`src/gtpe_pkg.sv`:
```
// Shared types, constants and glyph font functions for the glyph text pixel emitter.
// Used by the controller, the datapath and the top level; depends on nothing else.
package gtpe_pkg;

   // Glyph cell geometry and cursor limits.
   localparam int GLYPH_COLS = 5;
   localparam int GLYPH_ROWS = 7;
   localparam logic [6:0] GLYPH_MASK = 7'h7F;
   localparam logic signed [11:0] GLYPH_ADVANCE = 12'sd6;
   localparam logic signed [11:0] CURSOR_MAX = 12'sd2047;
   localparam logic signed [11:0] CURSOR_SAT_LIMIT = CURSOR_MAX - GLYPH_ADVANCE;
   localparam logic [8:0] MAX_DIM = 9'd320;

   // Scan position codes.
   localparam logic [2:0] COL_LAST = 3'(GLYPH_COLS - 1);
   localparam logic [2:0] ROW_LAST = 3'(GLYPH_ROWS - 1);

   // Configuration register indexes.
   localparam logic [1:0] REG_VIEW_WIDTH = 2'd0;
   localparam logic [1:0] REG_VIEW_HEIGHT = 2'd1;

   // One glyph: five columns of seven rows, bit r of a column is row r.
   typedef logic [GLYPH_COLS-1:0][GLYPH_ROWS-1:0] glyph_type;

   typedef enum logic [1:0] {
      ST_IDLE,
      ST_SCAN,
      ST_FLUSH
   } state_type;

   // Commands from the controller to the datapath.
   typedef struct packed {
      logic load;   // take a new character and reset the scan
      logic step;   // advance the scan position by one bit
      logic take;   // current pixel goes to the holding slot, older one to the output
      logic flush;  // holding slot goes to the output as the final pixel
   } cmd_type;

   // Status from the datapath to the controller.
   typedef struct packed {
      logic cand;        // current bit is lit and inside the viewport
      logic scan_end;    // scan sits on the last bit of the cell
      logic pend_valid;  // holding slot holds a pixel
      logic out_free;    // output register can take a word this cycle
   } stat_type;

   // Map a character code onto its font row; unknown codes use the blank glyph.
   function automatic logic [4:0] char_index(input logic [7:0] code);
      logic [4:0] idx;
      idx = 5'd0;
      if (code >= 8'h30 && code <= 8'h39) begin
         idx = 5'd5 + code[4:0] - 5'd16;
      end else begin
         case (code)
            8'h3A: idx = 5'd1;   // colon
            8'h2E: idx = 5'd2;   // dot
            8'h25: idx = 5'd3;   // percent
            8'h2D: idx = 5'd4;   // dash
            8'h43: idx = 5'd15;  // C
            8'h48: idx = 5'd16;  // H
            8'h4D: idx = 5'd17;  // M
            8'h50: idx = 5'd18;  // P
            8'h52: idx = 5'd19;  // R
            8'h54: idx = 5'd20;  // T
            8'h45: idx = 5'd21;  // E
            default: idx = 5'd0;
         endcase
      end
      return idx;
   endfunction

   // Build a glyph from five column bytes, column 0 first.
   function automatic glyph_type mk_glyph(input logic [7:0] b0, input logic [7:0] b1,
                                          input logic [7:0] b2, input logic [7:0] b3,
                                          input logic [7:0] b4);
      glyph_type g;
      g[0] = b0[6:0] & GLYPH_MASK;
      g[1] = b1[6:0] & GLYPH_MASK;
      g[2] = b2[6:0] & GLYPH_MASK;
      g[3] = b3[6:0] & GLYPH_MASK;
      g[4] = b4[6:0] & GLYPH_MASK;
      return g;
   endfunction

   // Font ROM of 22 glyphs.
   function automatic glyph_type glyph_rom(input logic [4:0] idx);
      glyph_type g;
      case (idx)
         5'd1:  g = mk_glyph(8'h00, 8'h36, 8'h36, 8'h00, 8'h00);
         5'd2:  g = mk_glyph(8'h00, 8'h60, 8'h60, 8'h00, 8'h00);
         5'd3:  g = mk_glyph(8'h62, 8'h64, 8'h08, 8'h13, 8'h23);
         5'd4:  g = mk_glyph(8'h08, 8'h08, 8'h08, 8'h08, 8'h08);
         5'd5:  g = mk_glyph(8'h3E, 8'h51, 8'h49, 8'h45, 8'h3E);
         5'd6:  g = mk_glyph(8'h00, 8'h42, 8'h7F, 8'h40, 8'h00);
         5'd7:  g = mk_glyph(8'h62, 8'h51, 8'h49, 8'h49, 8'h46);
         5'd8:  g = mk_glyph(8'h22, 8'h49, 8'h49, 8'h49, 8'h36);
         5'd9:  g = mk_glyph(8'h18, 8'h14, 8'h12, 8'h7F, 8'h10);
         5'd10: g = mk_glyph(8'h2F, 8'h49, 8'h49, 8'h49, 8'h31);
         5'd11: g = mk_glyph(8'h3E, 8'h49, 8'h49, 8'h49, 8'h32);
         5'd12: g = mk_glyph(8'h01, 8'h01, 8'h79, 8'h05, 8'h03);
         5'd13: g = mk_glyph(8'h36, 8'h49, 8'h49, 8'h49, 8'h36);
         5'd14: g = mk_glyph(8'h26, 8'h49, 8'h49, 8'h49, 8'h3E);
         5'd15: g = mk_glyph(8'h3E, 8'h41, 8'h41, 8'h41, 8'h22);
         5'd16: g = mk_glyph(8'h7F, 8'h08, 8'h08, 8'h08, 8'h7F);
         5'd17: g = mk_glyph(8'h7F, 8'h02, 8'h0C, 8'h02, 8'h7F);
         5'd18: g = mk_glyph(8'h7F, 8'h09, 8'h09, 8'h09, 8'h06);
         5'd19: g = mk_glyph(8'h7F, 8'h09, 8'h19, 8'h29, 8'h46);
         5'd20: g = mk_glyph(8'h01, 8'h01, 8'h7F, 8'h01, 8'h01);
         5'd21: g = mk_glyph(8'h7F, 8'h49, 8'h49, 8'h49, 8'h41);
         default: g = mk_glyph(8'h00, 8'h00, 8'h00, 8'h00, 8'h00);
      endcase
      return g;
   endfunction

endpackage

```
`src/gtpe_ctrl.sv`:
```
// Controller state machine of the glyph text pixel emitter.
// Sequences load, bit scan and final flush; uses gtpe_pkg command and status types.
module gtpe_ctrl
   import gtpe_pkg::*;
(
   input  logic     clock,
   input  logic     reset,
   input  logic     req_tvalid,
   output logic     req_tready,
   input  stat_type stat,
   output cmd_type  cmd
);

   state_type state_ff;
   state_type state_in;

   // State register.
   always_ff @(posedge clock) begin
      if (reset) begin
         state_ff <= ST_IDLE;
      end else begin
         state_ff <= state_in;
      end
   end

   // Next state and commands.
   always_comb begin
      state_in   = state_ff;
      cmd        = '0;
      req_tready = 1'b0;
      case (state_ff)
         ST_IDLE: begin
            req_tready = 1'b1;
            if (req_tvalid) begin
               cmd.load = 1'b1;
               state_in = ST_SCAN;
            end
         end
         ST_SCAN: begin
            // A visible pixel that would push an older one out waits for the output.
            if (!(stat.cand && stat.pend_valid && !stat.out_free)) begin
               cmd.step = 1'b1;
               cmd.take = stat.cand;
               if (stat.scan_end) begin
                  state_in = ST_FLUSH;
               end
            end
         end
         ST_FLUSH: begin
            if (!stat.pend_valid) begin
               state_in = ST_IDLE;
            end else if (stat.out_free) begin
               cmd.flush = 1'b1;
               state_in  = ST_IDLE;
            end
         end
         default: begin
            state_in = ST_IDLE;
         end
      endcase
   end

endmodule

```
`src/gtpe_dp.sv`:
```
// Datapath of the glyph text pixel emitter: viewport registers, cursor, glyph
// scan position, one-pixel holding slot and output register. Uses gtpe_pkg.
module gtpe_dp
   import gtpe_pkg::*;
(
   input  logic        clock,
   input  logic        reset,
   // Character word fields
   input  logic [7:0]  char_code,
   input  logic        first_char,
   input  logic [11:0] start_x,
   input  logic [11:0] start_y,
   input  logic [15:0] ink_color,
   // Register writes
   input  logic        csr_write,
   input  logic [1:0]  csr_index,
   input  logic [8:0]  csr_data,
   // Controller link
   input  cmd_type     cmd,
   output stat_type    stat,
   // Pixel word
   input  logic        rsp_tready,
   output logic        rsp_valid,
   output logic [8:0]  pixel_x,
   output logic [8:0]  pixel_y,
   output logic [15:0] pixel_color,
   output logic        last_pixel
);

   logic [8:0]         width_ff;
   logic [8:0]         height_ff;
   logic [8:0]         dim_clamped;
   logic signed [11:0] cursor_col_ff;
   logic signed [11:0] cursor_col_in;
   logic signed [11:0] cursor_row_ff;
   logic signed [11:0] cursor_row_in;
   logic signed [11:0] base_col_ff;
   logic signed [11:0] base_row_ff;
   logic signed [11:0] load_col;
   logic signed [11:0] load_row;
   glyph_type          glyph_ff;
   logic [15:0]        color_ff;
   logic [2:0]         col_ff;
   logic [2:0]         row_ff;
   logic signed [12:0] px;
   logic signed [12:0] py;
   logic               visible;
   logic               pend_valid_ff;
   logic [8:0]         pend_x_ff;
   logic [8:0]         pend_y_ff;
   logic               out_valid_ff;
   logic [8:0]         out_x_ff;
   logic [8:0]         out_y_ff;
   logic [15:0]        out_color_ff;
   logic               out_last_ff;
   logic               out_free;

   // Viewport registers hold the clamped dimension.
   assign dim_clamped = (csr_data > MAX_DIM) ? MAX_DIM : csr_data;

   always_ff @(posedge clock) begin
      if (reset) begin
         width_ff  <= 9'd320;
         height_ff <= 9'd240;
      end else if (csr_write) begin
         if (csr_index == REG_VIEW_WIDTH) begin
            width_ff <= dim_clamped;
         end else if (csr_index == REG_VIEW_HEIGHT) begin
            height_ff <= dim_clamped;
         end
      end
   end

   // Cell origin for the new character and the cursor advance after it.
   always_comb begin
      load_col      = first_char ? $signed(start_x) : cursor_col_ff;
      load_row      = first_char ? $signed(start_y) : cursor_row_ff;
      cursor_col_in = cursor_col_ff;
      cursor_row_in = cursor_row_ff;
      if (cmd.load) begin
         cursor_row_in = load_row;
         cursor_col_in = (load_col > CURSOR_SAT_LIMIT) ? CURSOR_MAX : load_col + GLYPH_ADVANCE;
      end
   end

   always_ff @(posedge clock) begin
      if (reset) begin
         cursor_col_ff <= '0;
         cursor_row_ff <= '0;
      end else begin
         cursor_col_ff <= cursor_col_in;
         cursor_row_ff <= cursor_row_in;
      end
   end

   // Character payload captured at load.
   always_ff @(posedge clock) begin
      if (cmd.load) begin
         base_col_ff <= load_col;
         base_row_ff <= load_row;
         glyph_ff    <= glyph_rom(char_index(char_code));
         color_ff    <= ink_color;
      end
   end

   // Scan position: rows inside columns.
   always_ff @(posedge clock) begin
      if (reset) begin
         col_ff <= '0;
         row_ff <= '0;
      end else if (cmd.load) begin
         col_ff <= '0;
         row_ff <= '0;
      end else if (cmd.step) begin
         if (row_ff == ROW_LAST) begin
            row_ff <= '0;
            col_ff <= col_ff + 3'd1;
         end else begin
            row_ff <= row_ff + 3'd1;
         end
      end
   end

   // Pixel position of the current bit and its viewport test.
   assign px = 13'(base_col_ff) + 13'(col_ff);
   assign py = 13'(base_row_ff) + 13'(row_ff);
   assign visible = !px[12] && (px[11:0] < {3'b000, width_ff})
                 && !py[12] && (py[11:0] < {3'b000, height_ff});

   assign out_free = !out_valid_ff || rsp_tready;

   assign stat.cand       = glyph_ff[col_ff][row_ff] && visible;
   assign stat.scan_end   = (col_ff == COL_LAST) && (row_ff == ROW_LAST);
   assign stat.pend_valid = pend_valid_ff;
   assign stat.out_free   = out_free;

   // Holding slot keeps the newest pixel until it is known whether it is the last.
   always_ff @(posedge clock) begin
      if (reset) begin
         pend_valid_ff <= 1'b0;
      end else if (cmd.take) begin
         pend_valid_ff <= 1'b1;
      end else if (cmd.flush) begin
         pend_valid_ff <= 1'b0;
      end
   end

   always_ff @(posedge clock) begin
      if (cmd.take) begin
         pend_x_ff <= px[8:0];
         pend_y_ff <= py[8:0];
      end
   end

   // Output register.
   always_ff @(posedge clock) begin
      if (reset) begin
         out_valid_ff <= 1'b0;
      end else if ((cmd.take && pend_valid_ff) || cmd.flush) begin
         out_valid_ff <= 1'b1;
      end else if (rsp_tready) begin
         out_valid_ff <= 1'b0;
      end
   end

   always_ff @(posedge clock) begin
      if ((cmd.take && pend_valid_ff) || cmd.flush) begin
         out_x_ff     <= pend_x_ff;
         out_y_ff     <= pend_y_ff;
         out_color_ff <= color_ff;
         out_last_ff  <= cmd.flush;
      end
   end

   assign rsp_valid   = out_valid_ff;
   assign pixel_x     = out_x_ff;
   assign pixel_y     = out_y_ff;
   assign pixel_color = out_color_ff;
   assign last_pixel  = out_last_ff;

endmodule

```
`src/glyph_text_pixel_emitter.sv`:
```
// Glyph text pixel emitter: one character word in, one word per visible lit pixel out.
// Per character: load, then 35 glyph bits at one per cycle while the output takes every
// word (an output stall can hold the scan), then flush; a new character waits for idle.
// Reset: synchronous; cursor to (0,0), viewport 320 x 240, no word pending.
// Top level; instantiates gtpe_ctrl and gtpe_dp, uses gtpe_pkg.
module glyph_text_pixel_emitter
   import gtpe_pkg::*;
(
   input  logic        clock,
   input  logic        reset,
   // Character words
   input  logic        req_tvalid,
   output logic        req_tready,
   input  logic [47:0] req_tdata,  // char_code[7:0], start_x[19:8], start_y[31:20],
                                   // ink_color[47:32]
   input  logic        req_tuser,  // first_char
   // Pixel words
   output logic        rsp_tvalid,
   input  logic        rsp_tready,
   output logic [39:0] rsp_tdata,  // pixel_x[8:0], pixel_y[17:9], pixel_color[33:18],
                                   // zero[39:34]
   output logic        rsp_tlast,  // last_pixel
   // Register writes
   input  logic        csr_valid,
   output logic        csr_ready,
   input  logic [1:0]  csr_index,
   input  logic [8:0]  csr_data
);

   cmd_type     cmd;
   stat_type    stat;
   logic [8:0]  pixel_x;
   logic [8:0]  pixel_y;
   logic [15:0] pixel_color;

   assign csr_ready = 1'b1;

   gtpe_ctrl u_ctrl (
      .clock      (clock),
      .reset      (reset),
      .req_tvalid (req_tvalid),
      .req_tready (req_tready),
      .stat       (stat),
      .cmd        (cmd)
   );

   gtpe_dp u_dp (
      .clock       (clock),
      .reset       (reset),
      .char_code   (req_tdata[7:0]),
      .first_char  (req_tuser),
      .start_x     (req_tdata[19:8]),
      .start_y     (req_tdata[31:20]),
      .ink_color   (req_tdata[47:32]),
      .csr_write   (csr_valid && csr_ready),
      .csr_index   (csr_index),
      .csr_data    (csr_data),
      .cmd         (cmd),
      .stat        (stat),
      .rsp_tready  (rsp_tready),
      .rsp_valid   (rsp_tvalid),
      .pixel_x     (pixel_x),
      .pixel_y     (pixel_y),
      .pixel_color (pixel_color),
      .last_pixel  (rsp_tlast)
   );

   // Pack the pixel word.
   assign rsp_tdata = {6'b000000, pixel_color, pixel_y, pixel_x};

endmodule

```
`config.mk`:
```
export PLATFORM = sky130hd
export DESIGN_NAME = glyph_text_pixel_emitter
export DESIGN_NICKNAME = d
export VERILOG_FILES = /design/src/gtpe_pkg.sv /design/src/gtpe_ctrl.sv /design/src/gtpe_dp.sv /design/src/glyph_text_pixel_emitter.sv
export SDC_FILE = /design/constraint.sdc
export NUM_CORES = 1
export LEC_CHECK = 0
export BUFFER_PORTS_ARGS = -buffer_cell sky130_fd_sc_hd__buf_4
export CAP_MARGIN = 20
export CORE_ASPECT_RATIO = 0.9
export CORE_MARGIN = 2
export CORE_UTILIZATION = 63
export CTS_CLUSTER_SIZE = 20
export DETAILED_ROUTE_END_ITERATION = 10
export HOLD_SLACK_MARGIN = 0.03
export PLACE_DENSITY = 0.85
export RECOVER_POWER = 100
export REMOVE_ABC_BUFFERS = 1
export SLEW_MARGIN = 15
export SYNTH_ARGS = -nofsm -noshare
export SYNTH_HDL_FRONTEND = slang
export SYNTH_SLANG_ARGS = --single-unit
```
`constraint.sdc`:
```
create_clock -name clock -period 7.15 [get_ports clock]
set_input_delay 1.43 -clock clock [delete_from_list [all_inputs] [get_ports clock]]
set_output_delay 1.43 -clock clock [all_outputs]
set_load 0.02 [all_outputs]
```
-- Word level (Yosys, flattened, before mapping)
Memories as Yosys holds them, arrays and structs flattened. A register that Yosys moved wholly into a read port is not among the register bits.
Cells that the tools add are included.
- reductions and logical operators: 24
- eq/ne operators: 20
- add/sub/neg operators: 7
- bitwise logic cells: 1
- magnitude comparators: 8
- mux-type cells: 30
- operators by type and width (kind ; count):
    $eq 8x7->1 const B ; 7
    $pmux 5 s11 ; 1
    $mux 12 ; 3
    $eq 8x6->1 const B ; 4
    $add 12x4->13 ; 2
    $lt 12x9->1 ; 2
    $bmux 7 s3 ; 1
    $mux 2 ; 7
    $add 12x4->12 const B ; 1
    $gt 12x12->1 const B ; 1
    $mux 1 ; 11
    $mux 5 ; 2
    $gt 9x9->1 const B ; 1
    $logic_and 1x1->1 ; 9
    $mux 9 ; 1
    $ge 8x6->1 const B ; 1
    $le 8x6->1 const B ; 1
    $lt 3x4->1 const B ; 2
    $mux 7 ; 1
    $add 3x1->3 const B ; 2
    $eq 3x3->1 const B ; 2
    $ne 2x2->1 const B ; 3
    $pmux 2 s3 ; 1
    $add 3x5->5 const A ; 1
    other kinds (15) ; 23
- register bits after elaboration: 145
- memories: 1
- output and inout port bits: 44
- memory bits (read-only): 1120
- memory list (memory ; depth ; bits a word ; rd ports ; clocked after Yosys merged registers in ; wr ports ; line ; text):
    (no name shown) ; 32 ; 35 ; 1 ; 1 ; 0 ; gtpe_pkg.sv:88 ; case (idx)

-- Longest topological paths before layout
Gate-level depths: netlist (run 1).
- word-level depth: 13
- depth in mapped cells: 17

-- Hierarchy
From an unflattened synthesis (run 1), not the netlist that was laid out.
- cells, all modules: 772
- area, all modules: 8913.5 um2
- modules (own cells, without submodules) (module ; times used ; cells each ; area an instance (um2)):
    gtpe_dp ; 1 ; 748 ; 8719.6
    gtpe_ctrl ; 1 ; 15 ; 133.9
    glyph_text_pixel_emitter ; 1 ; 9 ; 60.1

-- Worst setup path before layout (run 1)
OpenSTA, ideal clock, no wires.
- kind: reg-to-reg
- from: register u_dp.col_ff[1]
- to: register u_dp.out_last_ff, in the netlist u_dp.last_pixel (enable)
- stages on the path, launching flop included: 16
- slack: 2.735 ns
- arrival time: 4.023 ns
- path through: dfxtp_1 -> clkbuf_1 -> inv_1 -> fa_1 -> nor2b_1 -> o21a_1 -> nand3_1 -> xnor2_1 -> ha_1 -> a21o_1 -> a21o_1 -> a2111oi_2 -> o211ai_4 -> nor3_1 -> nand3_1 -> nand2_1
- cells in the longest elaborated chain, start to end: 12
- elaborated cells on any way between the ends: 17
- those cells by class: add/sub (1); order compare (1); mux (6); reduce/logical (9)
- RTL lines (what ; line ; text):
    from (decl) ; gtpe_dp.sv:43 ; logic [2:0] col_ff;
    from (signal assigned) ; gtpe_dp.sv:117 ; col_ff <= col_ff + 3'd1;
    $add 12x4->13 (*) ; gtpe_dp.sv:125 ; assign px = 13'(base_col_ff) + 13'(col_ff);
    named net u_dp.px[6] ; gtpe_dp.sv:45 ; logic signed [12:0] px;
    $lt 12x9->1 (*) ; gtpe_dp.sv:127 ; assign visible = !px[12] && (px[11:0] < {3'b000, width_ff})
    $logic_and 1x1->1 (*) ; gtpe_dp.sv:127 ;
    $logic_and 1x1->1 (*) (2 in series) ; gtpe_dp.sv:128 ; && !py[12] && (py[11:0] < {3'b000, height_ff});
    $logic_and 1x1->1 (*) ; gtpe_dp.sv:132 ; assign stat.cand = glyph_ff[col_ff][row_ff] && visible;
    $logic_and 1x1->1 (2 in series) ; gtpe_ctrl.sv:41 ; if (!(stat.cand && stat.pend_valid && !stat.out_free)) begin
    $mux 2 (*) ; gtpe_ctrl.sv:41 ;
    $mux 2 (*) ; gtpe_ctrl.sv:31 ; case (state_ff)
    $logic_and 1x1->1 (*) ; gtpe_dp.sv:167 ; if ((cmd.take && pend_valid_ff) || cmd.flush) begin
    $logic_or 1x1->1 (*) ; gtpe_dp.sv:167 ;
    to (signal assigned) ; gtpe_dp.sv:171 ; out_last_ff <= cmd.flush;
    to (decl) ; gtpe_dp.sv:55 ; logic out_last_ff;
Mark *: on every way through the listed nets, which the timed path passes. The rest lies on a longest branch. The select of a mux whose other input is x is not followed.
A chain may end at the register's enable or synchronous reset.

-- Worst setup path after layout (run 1)
- from: register u_dp.row_ff[0]
- to: register u_dp.col_ff[2]
- elaborated cells on any way between the ends: 14
- those cells by class: add/sub (1); order compare (1); eq/ne (1); mux (4); reduce/logical (7)
- RTL lines (what ; line ; text):
    from (decl) ; gtpe_dp.sv:44 ; logic [2:0] row_ff;
    from (signal assigned) ; gtpe_dp.sv:119 ; row_ff <= row_ff + 3'd1;
    $add 12x4->13 ; gtpe_dp.sv:126 ; assign py = 13'(base_row_ff) + 13'(row_ff);
    named net u_dp.py[6] ; gtpe_dp.sv:46 ; logic signed [12:0] py;
    $lt 12x9->1 ; gtpe_dp.sv:128 ;
    $logic_and 1x1->1 ; gtpe_dp.sv:128 ;
    $logic_and 1x1->1 ; gtpe_dp.sv:132 ;
    $logic_and 1x1->1 (2 in series) ; gtpe_ctrl.sv:41 ;
    $mux 2 ; gtpe_ctrl.sv:41 ;
    $mux 2 ; gtpe_ctrl.sv:31 ;
    $reduce_and 2->1 (no source line) ; - ;
The timed path passes the listed nets, and every way through them passes these cells. The select of a mux whose other input is x is not followed.

==> results of run 1 <==
[power breakdown]
group | switching [uW] | total (uW) | internal (uW)
Sequential | 24.7 | 1190 | 1160
Clock | 426 | 885 | 459
Combinational | 131 | 222 | 90.7
[state kept, by name, summed over array words and instances (netlist names), 9 cells and up]
signal	count
u_dp.pixel_color	16
u_dp.pixel_y	9
u_dp.pend_x_ff	9
u_dp.pixel_x	9
u_dp.width_ff	9
u_dp.base_row_ff	12
u_dp.base_col_ff	12
u_dp.height_ff	9
u_dp.glyph_ff	34
u_dp.cursor_col_ff	12
u_dp.cursor_row_ff	12
u_dp.pend_y_ff	9
u_dp.color_ff	16
[synthesized netlist by cell type, types with 11 or more instances]
| master | instances | share of area, % |
|---|---|---|
| mux2_2 | 18 | 2.3 |
| buf_2 | 11 | 0.62 |
| nand2_1 | 89 | 3.7 |
| nor2b_1 | 11 | 0.77 |
| a211oi_1 | 13 | 1.1 |
| inv_1 | 47 | 2.0 |
| and3_1 | 11 | 0.77 |
| nand3_1 | 27 | 1.5 |
| clkbuf_1 | 23 | 0.97 |
| xnor2_1 | 17 | 1.7 |
| nor2_1 | 49 | 2.1 |
| ha_1 | 41 | 5.7 |
| edfxtp_1 | 127 | 43 |
| mux2i_1 | 12 | 1.3 |
| o21ai_0 | 37 | 2.1 |
| nor3_1 | 12 | 0.67 |
| dfxtp_1 | 52 | 12 |
| a21oi_1 | 59 | 3.3 |
[final cells by class]
| cell class | instances | area share, % |
|---|---|---|
| tap | 193 | 2.38 |
| clock inverter | 15 | 1.33 |
| multi-input combinational | 547 | 36.1 |
| clock buffer | 17 | 4.20 |
| sequential | 179 | 47.9 |
| inverter | 47 | 1.75 |
| timing repair buffer | 107 | 6.33 |
[worst paths after layout]
check,startpoint,endpoint,depth (start not counted)
worst max-delay path,u_dp.row_ff[0]$_SDFFE_PP0P_,u_dp.col_ff[2]$_SDFFE_PP0P_,16
worst min-delay path,u_dp.color_ff[8]$_DFFE_PP_,u_dp.pixel_color[8]$_DFFE_PP_,0
worst max register to register,u_dp.row_ff[0]$_SDFFE_PP0P_,u_dp.col_ff[2]$_SDFFE_PP0P_,16
worst min register to register,u_dp.color_ff[8]$_DFFE_PP_,u_dp.pixel_color[8]$_DFFE_PP_,0
[critical path, cell delays in order (launching register included)]
cell and delay [ps]:
dfxtp_1 590, ha_1 250, inv_1 60, fa_1 410
nor2b_1 190, o21a_1 190, nand3_1 100, xnor2_1 250
ha_1 300, a21o_1 180, a221oi_1 330, o22ai_1 120
a2111oi_0 850, o211ai_4 170, o31ai_1 970, o21ai_0 220
a21oi_1 160
[per-layer routing]
metal,global-route usage (%),up-vias,wire length [um]
met5,0,-,0
met3,5.45,50,1480
met4,10.7,0,457
met2,43.3,319,9340
li1,-,3143,-
met1,37.5,3155,8630
[logic make-up after synthesis]
kind of cell | after synthesis
AOI/OAI and AO/OA | 203
xor gates and xnor gates | 21
adders and majority gates | 43
buffers and inverters | 94
DFF | 179
muxes | 34
other | 2
and+or+nand+nor | 239
[stage by stage]
stage | std cells | instance area [um^2]
after floorplan | 773 | 8720
after global placement | 1073 | 9770
after detailed placement | 1073 | 9770
after CTS | 1105 | 10300
after global routing | 1105 | 10100
final | 1105 | 10100
==> impl_results.md, run 1 <==
- Status: finished, violations left
- Failing checks: capacitance limit, slew limit
- Main combinational cell family by area after synthesis: compound AO/OA/AOI/OAI gates
- Core area: 14000 um^2
- Post-CTS setup buffer count: 0
- Sequential share of the synthesized area: 54.4%
- Fin util: 72.7%
- Fraction of registers with async set/reset: 0%
- Min-Delay Path Class: flop to flop
- Port Buffers: 101
- Pre-CTS WS: 2250 ps
- Cell area after synthesis: 8930 um^2
- Tot Pwr: 2290 uW
- Vias in the first global route: 6178
- Largest net degree at the start of global routing: 60
- Clock-pin slew on the worst setup and hold paths: 70 ps
- Kind of critical path: flop to flop
- Power per cell area: 226 nW/um^2
- FF-to-FF setup slack: 1740 ps
- CP startpoint kind: flop
- DRC: 0
- Final setup margin: 1740 ps
- 1st-iter DRT viols: 661
- Compound-Gate Fraction of Synth Area: 15.4%
- Pre-Repair DR Iteration Count: 5
- Unrepaired setup endpoints after global routing: no
- CTS Buffer Depth: 2
- Number of diodes: 0
- Hold-fix buffers at CTS: 0
- Max Fclk: 185 MHz
- Total leakage power: 0.00386 uW
- Min Tclk post-route: 5410 ps
- TritonCTS clock tree: yes
- Final hold vios: 0
- Commonest non-fill, non-tap cell in the layout: edfxtp_1
- Worst EP required: 7520 ps
- Max-slew violations: 91
- Fillers: 1003
- Antenna Nets Post-Route: 0
- Root Buffer: clkbuf_16
- Synth Area in Adders: 6.19%
- Synth Register Bits: 179
- Setup crit end kind: flop
- Setup-failing EPs final: 0
- Post-synthesis mux area share: 4.67%
- Setup TNS: 0 ps
- H-Tree Depth: 4
- Area Overhead vs Synth: 13.5%
- IO Pins: 109
- # rows: 41
- Avg Inst Size Synth: 11.0 um^2
- Max_cap viols: 2
- Die extent in x: 129 um
- Critical path arrival: 5790 ps
- GRT Util Overall: 27.3%
- Share of cells above drive strength 1: 12.1%
- Clk sinks: 179
- Routed WL: 19900 um
- PostCTS Resize Cnt: 0
- Max_slew headroom: -71.8%
- Global-route wire length before repair: 31600 um
- CTS Buf Count: 17
- Clock skew: 11.7 ps
- Worst Path Max Fanout: 11
- Xor-xnor portion of the synthesized cell area: 2.06%
- Via total after detailed routing: 6667
- Commonest cells after routing, fill and taps aside: edfxtp_1, nand2_1, a21oi_1
- WHS: 421 ps
- EDFF count, synth: 127
- Multi-input logic area: 3660 um^2
- Gpl congestion: 0.958
- Netlist cell types: 71
- Total congestion overflow: 0
- Clk_lat worst skew: 440 ps
- Register area: 4850 um^2
- Syn Inst Count: 815
- Worst IR Drop VDD: 0.000227 V
- Initial Util: 64.0%
- Top_reg_cell synth: edfxtp_1
- Worst slew pin tran: 2560 ps
- Yosys warns: 0
- Simple-gate share of the synthesized area: 12.8%
- Crit share post-route: 75.7%
- Initial antenna violation count: 0
- Drt wl/cell: 18.0 um
- Die H: 117 um
- Nets: 1007
- Die footprint: 15100 um^2
- Final HPWL DP: 13800 um
- Vias/cell: 6.03
Note: power is estimated with default switching activity, not from simulation.
==> run 2, diff against run 1 <==
--- a/config.mk
+++ b/config.mk
@@ -5,15 +5,16 @@
 export SDC_FILE = /design/constraint.sdc
 export NUM_CORES = 1
 export LEC_CHECK = 0
+export ABC_AREA = 1
 export BUFFER_PORTS_ARGS = -buffer_cell sky130_fd_sc_hd__buf_4
 export CAP_MARGIN = 20
 export CORE_ASPECT_RATIO = 0.9
 export CORE_MARGIN = 2
-export CORE_UTILIZATION = 63
+export CORE_UTILIZATION = 59
 export CTS_CLUSTER_SIZE = 20
 export DETAILED_ROUTE_END_ITERATION = 10
 export HOLD_SLACK_MARGIN = 0.03
-export PLACE_DENSITY = 0.85
+export PLACE_DENSITY = 0.81
 export RECOVER_POWER = 100
 export REMOVE_ABC_BUFFERS = 1
 export SLEW_MARGIN = 15
==> constraint.sdc (replaced) <==
create_clock -name clock -period 5.2 [get_ports clock]
set_input_delay 1.04 -clock clock [delete_from_list [all_inputs] [get_ports clock]]
set_output_delay 1.04 -clock clock [all_outputs]
set_load 0.02 [all_outputs]
==> run 2 against run 1 <==
  * The flow still finishes with violations (capacitance limit, slew limit)
  * Global-route usage fell by 2.8 points
  * Combinational power is 52% higher
  * Critical path type is now primary input to flop
  * Register-to-register slack lost 720 ps
  * Wire length decreased by 1.8%
  * Largest power group unchanged
  * Clock power increased by 41%
==> impl_results.md, run 2 <==
- Status: finished, violations left
- Failing checks: capacitance limit, slew limit
- Max_slew headroom: -18.9%
- Antenna Nets Post-Route: 0
- Vias in the first global route: 6317
- Global-route wire length before repair: 31300 um
- Largest register FFs: 34
- Number of diodes: 0
- H-Tree Depth: 4
- Root Buffer: clkbuf_16
- Setup crit end kind: flop
- Crit path top cell by count: clkinvlp_2
- Largest net degree at the start of global routing: 61
- Setup-failing EPs final: 0
- Min Tclk post-route: 4300 ps
- Min-Delay Path Class: flop to flop
- Port Buffers: 101
- Die footprint: 16500 um^2
- Unrepaired setup endpoints after global routing: no
- Worst Path Max Fanout: 60
- CP startpoint kind: primary input
- Avg Inst Size Synth: 9.08 um^2
- Worst slew pin tran: 1770 ps
- FF-to-FF setup slack: 1020 ps
- Post-Layout Inst Area: 10400 um^2
- CTS Buf Count: 17
- Vias/cell: 5.38
- Top_reg_cell synth: edfxtp_1
- Hold-fix buffers at CTS: 0
- Area Overhead vs Synth: 13.9%
- Dpl cell area: 10000 um^2
- Commonest cells after routing, fill and taps aside: nand2_1, edfxtp_1, inv_1
- Clk_lat worst skew: 440 ps
- Setup TNS: 0 ps
- Reg with most FFs: u_dp.glyph_ff
- Worst IR Drop VDD: 0.000260 V
- Worst EP required: 5560 ps
- IO Pins: 109
- Max-slew violations: 42
- Crit share post-route: 82.7%
- Area leader, netlist: edfxtp_1
- Initial antenna violation count: 0
- PostCTS Resize Cnt: 0
- Pre-Repair DR Iteration Count: 6
- Yosys warns: 0
- Final HPWL DP: 14100 um
- Syn Inst Count: 1007
- Final setup margin: 900 ps
- Most numerous cell in the Yosys netlist: nand2_1
- Die H: 122 um
- Top cells by count, synth: nand2_1, edfxtp_1, inv_1
- Drt wl/cell: 14.8 um
- Kind of critical path: primary input to flop
- Die extent in x: 135 um
- Hold Path Origin: u_dp.pend_x_ff[5]$_DFFE_PP_
- Via total after detailed routing: 7124
- CTS Buffer Depth: 2
- EDFF count, synth: 127
- Cells along the critical path: clkbuf_4 -> nand2_1 -> clkinvlp_2 -> clkbuf_2 -> nand2_2 -> clkinvlp_2 -> a21oi_1
- # rows: 43
- CP max stage cell: clkinvlp_2
- Max_cap viols: 1
- Initial Util: 59.8%
- GRT Util Overall: 24.5%
- Share of cells above drive strength 1: 11.3%
- Commonest non-fill, non-tap cell in the layout: nand2_1
- Fraction of registers with async set/reset: 0%
- 1st-iter DRT viols: 852
- DRC: 0
- Pre-CTS WS: 1400 ps
- TritonCTS clock tree: yes
- Synth Register Bits: 179
- Post-CTS setup buffer count: 0
- Synth top area cells: edfxtp_1, dfxtp_1, nand2_1
- Synth top area share: 41.7%
- Worst r2r src: u_dp.row_ff[0]$_SDFFE_PP0P_
- Top Family by Delay on Critical Path: buffers and inverters
- Crit path largest cell delay: 1370 ps
- Critical path arrival: 4660 ps
- Total leakage power: 0.00447 uW
- Netlist cell types: 50
- Max Fclk: 233 MHz
- Clock-pin slew on the worst setup and hold paths: 70 ps
- Final hold vios: 0
- Fin util: 68.1%
- Power per cell area: 311 nW/um^2
- Core area: 15300 um^2
- Total congestion overflow: 0
- Cell area after synthesis: 9140 um^2
- Clk sinks: 179
- Routed WL: 19500 um
- Nets: 1216
- WP buf/inv: 4
- Crit. Startpoint: req_tvalid
- Clock skew: 13.1 ps
- Gpl congestion: 0.930
- Sequential share of the synthesized area: 53.1%
run 2: changes by cell type after synthesis, moves of 11 or more:
| cell | change |
|---|---|
| nand2_1 | +133 |
| o21ai_0 | +41 |
| mux2_2 | -18 |
| nor2_1 | +17 |
| mux2i_1 | -11 |
| nand2_2 | +11 |
| inv_1 | +76 |
| a211oi_1 | -12 |
| a21oi_1 | -13 |
| clkbuf_1 | -12 |
| nor2b_1 | -11 |
| nand3_1 | +55 |
run 2: kinds of logic after synthesis:
| group | Yosys count | share of synthesized area, % |
|---|---|---|
| adder cells (fa/ha/maj) | 43 | 6.05 |
| AND/OR/NAND/NOR | 431 | 21.0 |
| multiplexers | 1 | 0.109 |
| XOR/XNOR | 23 | 2.20 |
| flip-flops | 179 | 53.1 |
| AO/OA/AOI/OAI | 159 | 9.44 |
| other | 2 | 0.0821 |
| buffers and inverters | 169 | 8.03 |
run 2: layout make-up:
class                   instances  area (um^2)
clock buffers                  17          425
well taps                     202          253
inverters                     138          532
clock inverters                15          163
multi-input cells             664         3530
flip-flops and latches        179         4850
fillers                      1221         4870
repair buffers                108          656
run 2: routing by layer:
| metal | GRT usage (%) | up-vias | routed length, um |
|---|---|---|---|
| met1 | 35.9 | 3241 | 9120 |
| met3 | 4.79 | 36 | 1460 |
| met5 | 0 | - | 0 |
| met2 | 36.7 | 307 | 8590 |
| met4 | 8.20 | 0 | 365 |
| li1 | - | 3540 | - |
run 2: path summary, 6_finish.rpt:
check / to / cells past startpoint
worst max-delay path: u_dp.cursor_col_ff[10]$_SDFFE_PP0P_ / 7
worst min-delay path: u_dp.pixel_x[5]$_DFFE_PP_ / 0
worst max register to register: u_dp.pend_y_ff[1]$_DFFE_PP_ / 19
worst min register to register: u_dp.pixel_x[5]$_DFFE_PP_ / 0
run 2: through the flow:
step                hold slack [ps]  power, uW  cells
floorplan                       400       1890    981
global placement                401       2010   1290
detailed placement              405       2020   1290
CTS                             421       3250   1322
global route                    423       3360   1323
finish                          420       3240   1323
run 2: power breakdown:
part | total (uW) | switching (uW) | internal, uW | leakage (uW)
Combinational | 338 | 220 | 118 | 0.00256
Sequential | 1650 | 38.2 | 1610 | 0.00162
Clock | 1250 | 605 | 643 | 0.000284
Total | 3240 | 863 | 2380 | 0.00447
